**src/design/knnmc_pkg.sv**
```systemverilog
`default_nettype none
package knnmc_pkg;

   localparam int MaxSamples  = 1024;
   localparam int MaxFeatures = 16;
   localparam int MaxK        = 32;
   localparam int FeatBits    = 16;
   localparam int LabelBits   = 4;
   localparam int LabelSlots  = 16;
   localparam int ProdBits    = 34;
   localparam int DistBits    = 38;

   typedef enum logic [1:0] {
      CMD_TRAIN = 2'd0,
      CMD_QUERY = 2'd1,
      CMD_CLEAR = 2'd2,
      CMD_NONE  = 2'd3
   } cmd_type;

   localparam logic [1:0] STAT_DONE  = 2'd0;
   localparam logic [1:0] STAT_PRED  = 2'd1;
   localparam logic [1:0] STAT_EMPTY = 2'd2;
   localparam logic [1:0] STAT_FULL  = 2'd3;

   localparam logic REG_NEIGHBORS = 1'b0;
   localparam logic REG_FEATURES  = 1'b1;

   typedef struct packed {
      logic valid;
      logic last;
      logic clear;
   } mac_ctl_type;

endpackage
`default_nettype wire

```
**src/design/knnmc_mac.sv**
```systemverilog
`default_nettype none
module knnmc_mac (
   input  wire logic                                     clock,
   input  wire logic                                     reset,
   input  wire knnmc_pkg::mac_ctl_type                   ctl,
   input  wire logic signed [knnmc_pkg::FeatBits-1:0]   query_value,
   input  wire logic signed [knnmc_pkg::FeatBits-1:0]   train_value,
   output logic        [knnmc_pkg::DistBits-1:0]         dist_sum,
   output logic                                          done
);

   logic signed [knnmc_pkg::FeatBits:0]   diff;
   logic signed [knnmc_pkg::ProdBits-1:0] diff_ext;
   logic signed [knnmc_pkg::ProdBits-1:0] sq;

   logic [knnmc_pkg::ProdBits-1:0] prod_ff, prod_in;
   logic                           v2_ff, v2_in;
   logic                           l2_ff, l2_in;
   logic [knnmc_pkg::DistBits-1:0] acc_ff, acc_in;
   logic                           done_ff, done_in;

   always_comb begin
      diff     = $signed({query_value[knnmc_pkg::FeatBits-1], query_value})
               - $signed({train_value[knnmc_pkg::FeatBits-1], train_value});
      diff_ext = knnmc_pkg::ProdBits'(diff);
      sq       = diff_ext * diff_ext;
      prod_in  = sq;
      v2_in    = ctl.valid && !ctl.clear;
      l2_in    = ctl.last;
      acc_in   = acc_ff;
      done_in  = 1'b0;
      if (ctl.clear) begin
         acc_in = '0;
      end else if (v2_ff) begin
         acc_in  = acc_ff + knnmc_pkg::DistBits'(prod_ff);
         done_in = l2_ff;
      end
   end

   always_ff @(posedge clock) begin
      if (reset) begin
         v2_ff   <= 1'b0;
         done_ff <= 1'b0;
      end else begin
         v2_ff   <= v2_in;
         done_ff <= done_in;
      end
      prod_ff <= prod_in;
      l2_ff   <= l2_in;
      acc_ff  <= acc_in;
   end

   assign dist_sum = acc_ff;
   assign done     = done_ff;

endmodule
`default_nettype wire

```
**config.mk**
```make
export PLATFORM = sky130hd
export DESIGN_NAME = knnmc_mac
export DESIGN_NICKNAME = d
export VERILOG_FILES = /design/src/design/knnmc_pkg.sv /design/src/design/knnmc_mac.sv
export SDC_FILE = /design/constraint.sdc
export NUM_CORES = 1
export LEC_CHECK = 0
export BUFFER_PORTS_ARGS = -buffer_cell sky130_fd_sc_hd__buf_2
export CORE_UTILIZATION = 58
export DETAILED_ROUTE_END_ITERATION = 10
export GPL_TIMING_DRIVEN = 0
export HOLD_SLACK_MARGIN = 0.1
export PLACE_DENSITY = 0.88
export SYNTH_ARGS = -nofsm -noshare
export SYNTH_HDL_FRONTEND = slang
export SYNTH_SLANG_ARGS = --single-unit
```
**constraint.sdc**
```tcl
create_clock -name clock -period 8.5 [get_ports clock]
set_input_delay 1.7 -clock clock [delete_from_list [all_inputs] [get_ports clock]]
set_output_delay 1.7 -clock clock [all_outputs]
set_load 0.02 [all_outputs]
```
==> reports/metrics.csv <==
stage,metric,value,unit
logic_synthesis,Post-synth EDFFs,0,
route,routed len/inst,18.9,µm
logic_synthesis,fraction of registers with async set/reset,0,
place,dpl hpwl,27600,µm
run_status,status,finished with violations,
sta,minimum clock period,9.15,ns
job,max_cap viols,0,
route,number of remaining DRC errors,0,
worst_hold_path,min-delay src,l2_ff$_DFF_P_,
sta,unrepaired setup endpoints after global routing,yes,
worst_setup_path,"slowest stage delay, CP",0.54,ns
worst_setup_path,Reg2Reg Launch Point,dist_sum[0]$_SDFFE_PP0P_,
place,global placer's final weighted congestion,0.954,
place,port bufs,75,
logic_synthesis,Main synth FF type,dfxtp_1,
floorplanning,initial core utilization,0.596,
worst_setup_path,Worst EP arrival,9.39,ns
finish,Area Overhead vs Synth,18.2,%
route,DR iter-0 viols,1082,
logic_synthesis,post-synth top area cell,fa_1,
floorplanning,Die Height,158,µm
run_status,violated checks,negative setup slack,
clock_tree,htree depth,3,
floorplanning,Die Wd,158,µm
route,via count,12000,
worst_setup_path,Setup Crit Path Kind,in2reg,
logic_synthesis,Synth area leaders,"fa_1 (39%), ha_1 (12%), dfxtp_1 (11%)",
clock_tree,CTS max path bufs,2,
clock_tree,CTS Buf Count,9,
finish,final net count,2179,
global_routing,vias in the first global route,11900,
worst_setup_path,critical path's most frequent cell,fa_1,
finish,"commonest non-fill, non-tap cell in the layout",inv_1,
clock_tree,clk slew on worst S/H paths,0.06,ns
route,via density per instance,5.83,
global_routing,Global Route Usage Sum,0.292,
worst_setup_path,r2r endpoint,dist_sum[34]$_SDFFE_PP0P_,
global_routing,GRT overflow,0,
worst_setup_path,"critical path fanouts, max",12,
logic_synthesis,Synthesized Nets,2020,
sta,Final WS setup,-0.654,ns
logic_synthesis,top-area cell type share of the netlist area,0.385,
floorplanning,die area,24900,µm²
route,met2 wire length,18700,µm
logic_synthesis,Synth Register Bits,74,
clock_tree,Hold Buf Count CTS,0,
route,M1 wire length,14200,µm
sta,Final Cycle Share,1.08,
logic_synthesis,Post-Syn Area per Cell,8.92,µm²
global_routing,largest net degree at the start of global routing,14,
route,highest routed layer,met4,
sta,max_slew headroom,0.339,
route,Final ANT Viol Nets,0,
worst_setup_path,Worst Setup End Kind,flip-flop,
finish,Fill cells,1560,
worst_hold_path,Worst Hold Depth,1,
place,dpl cell area,15100,µm²
floorplanning,Core ar.,23600,µm²
sta,final setup vio count,14,
clock_tree,Clock Sinks,74,
sta,Fin Clk Skew,0.00789,ns
worst_setup_path,WP data required,8.74,ns
clock_tree,Worst-Skew Late Latency,0.34,ns
worst_setup_path,CP Launch Type,input pin,
sta,fin. max-slew vios,0,
global_routing,initial antenna violation count,0,
worst_hold_path,worst hold-check path type,reg2reg,
logic_synthesis,Post-Synthesis Cells,1578,
clock_tree,CTS tree,yes,
sta,Fmax,109,MHz
logic_synthesis,netlist area before placement,14100,µm²
floorplanning,I/O pin count,76,
logic_synthesis,post-synthesis sequential area ratio,0.105,
sta,slew at the pin closest to its max-slew limit,0.991,ns
worst_setup_path,slowest CP cell,fa_1,
route,routed wire length,39000,µm
sta,final hold vios,0,
worst_setup_path,slack of the worst reg-to-reg path,5.37,ns
floorplanning,row count,56,
route,drt pass-1 iters,6,
finish,antenna cells,0,
finish,share of cells above drive strength 1,0.189,
clock_tree,Root Driver,clkbuf_16,
worst_hold_path,hold endpoint,done$_SDFF_PP0_,
global_routing,first-pass GRT wire length,56400,µm
logic_synthesis,Yosys cell types,58,
worst_setup_path,R2R cell count,11,
logic_synthesis,synth warn,0,
finish,post-route cell area,16600,µm²
route,Detail Route met3 WL,3720,µm
finish,most frequent cells in the layout,"inv_1 (332), fa_1 (256), nor2_1 (143), nand2_1 (129), ha_1 (116)",
## how the worst max path moves through the flow
| stage | from | end |
|---|---|---|
| floorplan | query_value[0] | prod_ff[32]$_DFF_P_ |
| global placement | query_value[0] | prod_ff[33]$_DFF_P_ |
| detailed placement | query_value[0] | prod_ff[33]$_DFF_P_ |
| CTS | query_value[0] | prod_ff[32]$_DFF_P_ |
| global route | query_value[0] | prod_ff[32]$_DFF_P_ |
| finish | query_value[0] | prod_ff[32]$_DFF_P_ |
## layout make-up
type | count | area (µm²) | area share
multi-input combinational | 1108 | 11800 | 0.709
sequential | 74 | 1480 | 0.0890
clock buffer | 9 | 225 | 0.0135
buffer | 36 | 255 | 0.0153
tap | 319 | 399 | 0.0240
clock inverter | 7 | 93.8 | 0.00564
inverter | 356 | 1350 | 0.0814
timing repair buffer | 152 | 1040 | 0.0624
## critical path, delay by kind of cell
kind	cells	cell delay, ns
buf+inv	7	0.66
simple gates	5	0.62
xor+xnor	1	0.21
compound gates	11	2.54
fa+ha+maj	9	3.66
## through the flow
step	utilization	hold WS (ns)	TNS [ns]	std cells	setup slack [ns]
global placement	0.639	0.450	-13.16	1972	-1.53
CTS	0.674	0.479	-2.37	2016	-0.502
detailed placement	0.639	0.461	-17.52	1972	-1.73
finish	0.705	0.470	-3.75	2061	-0.654
global route	0.705	0.491	-6.63	2061	-0.860
floorplan	-	0.438	-0.283	1578	-0.150
## registers in the layout (all words and copies together), names as in the netlist
name / count
dist_sum: 38
v2_ff: 1
prod_ff: 33
done: 1
l2_ff: 1
## synthesized netlist by cell type, drive strengths merged, types with 3 or more instances
cell    number
inv        354
fa         271
nor2       162
nand2      138
ha         134
dfxtp       74
a21oi       67
xnor2       63
o21ai       38
clkbuf      36
a21o        28
mux2i       20
xor2        19
o21a        14
nor3        12
nand2b      11
nand3       11
a211oi       9
a31o         8
a31oi        8
and2         8
nand4        8
nor2b        8
nor3b        7
o211ai       7
o31ai        7
or2          6
o21bai       5
and3         4
buf          4
a2111o       3
a221oi       3
nor4         3
o31a         3
## cell families (layout without fill, tap and decap cells)
family | Yosys count | after routing | synth area share
xor+xnor | 82 | 82 | 0.0510
flops | 74 | 74 | 0.105
compound gates | 216 | 216 | 0.101
buf+inv | 396 | 560 | 0.106
mux | 21 | 21 | 0.0150
fa+ha+maj | 405 | 405 | 0.505
simple gates | 384 | 384 | 0.117
## what timing repair did
item | CTS | global route
pin swaps | 74 | 79
endpoints found under the setup margin | 18 | 16
hold endpoints to repair | 0 | 0
setup buffers | 31 | 49
resized for setup | 78 | 90
## metal layers
layer / track usage / up-vias
met2: 0.503 / 803
li1: - / 5212
met1: 0.357 / 5750
met4: 0.136 / 0
met5: 0 / -
met3: 0.0506 / 250
Power is left out: the tool's default activity adds up to more than one toggle a clock period on the data nets, which glitch-free logic cannot reach.
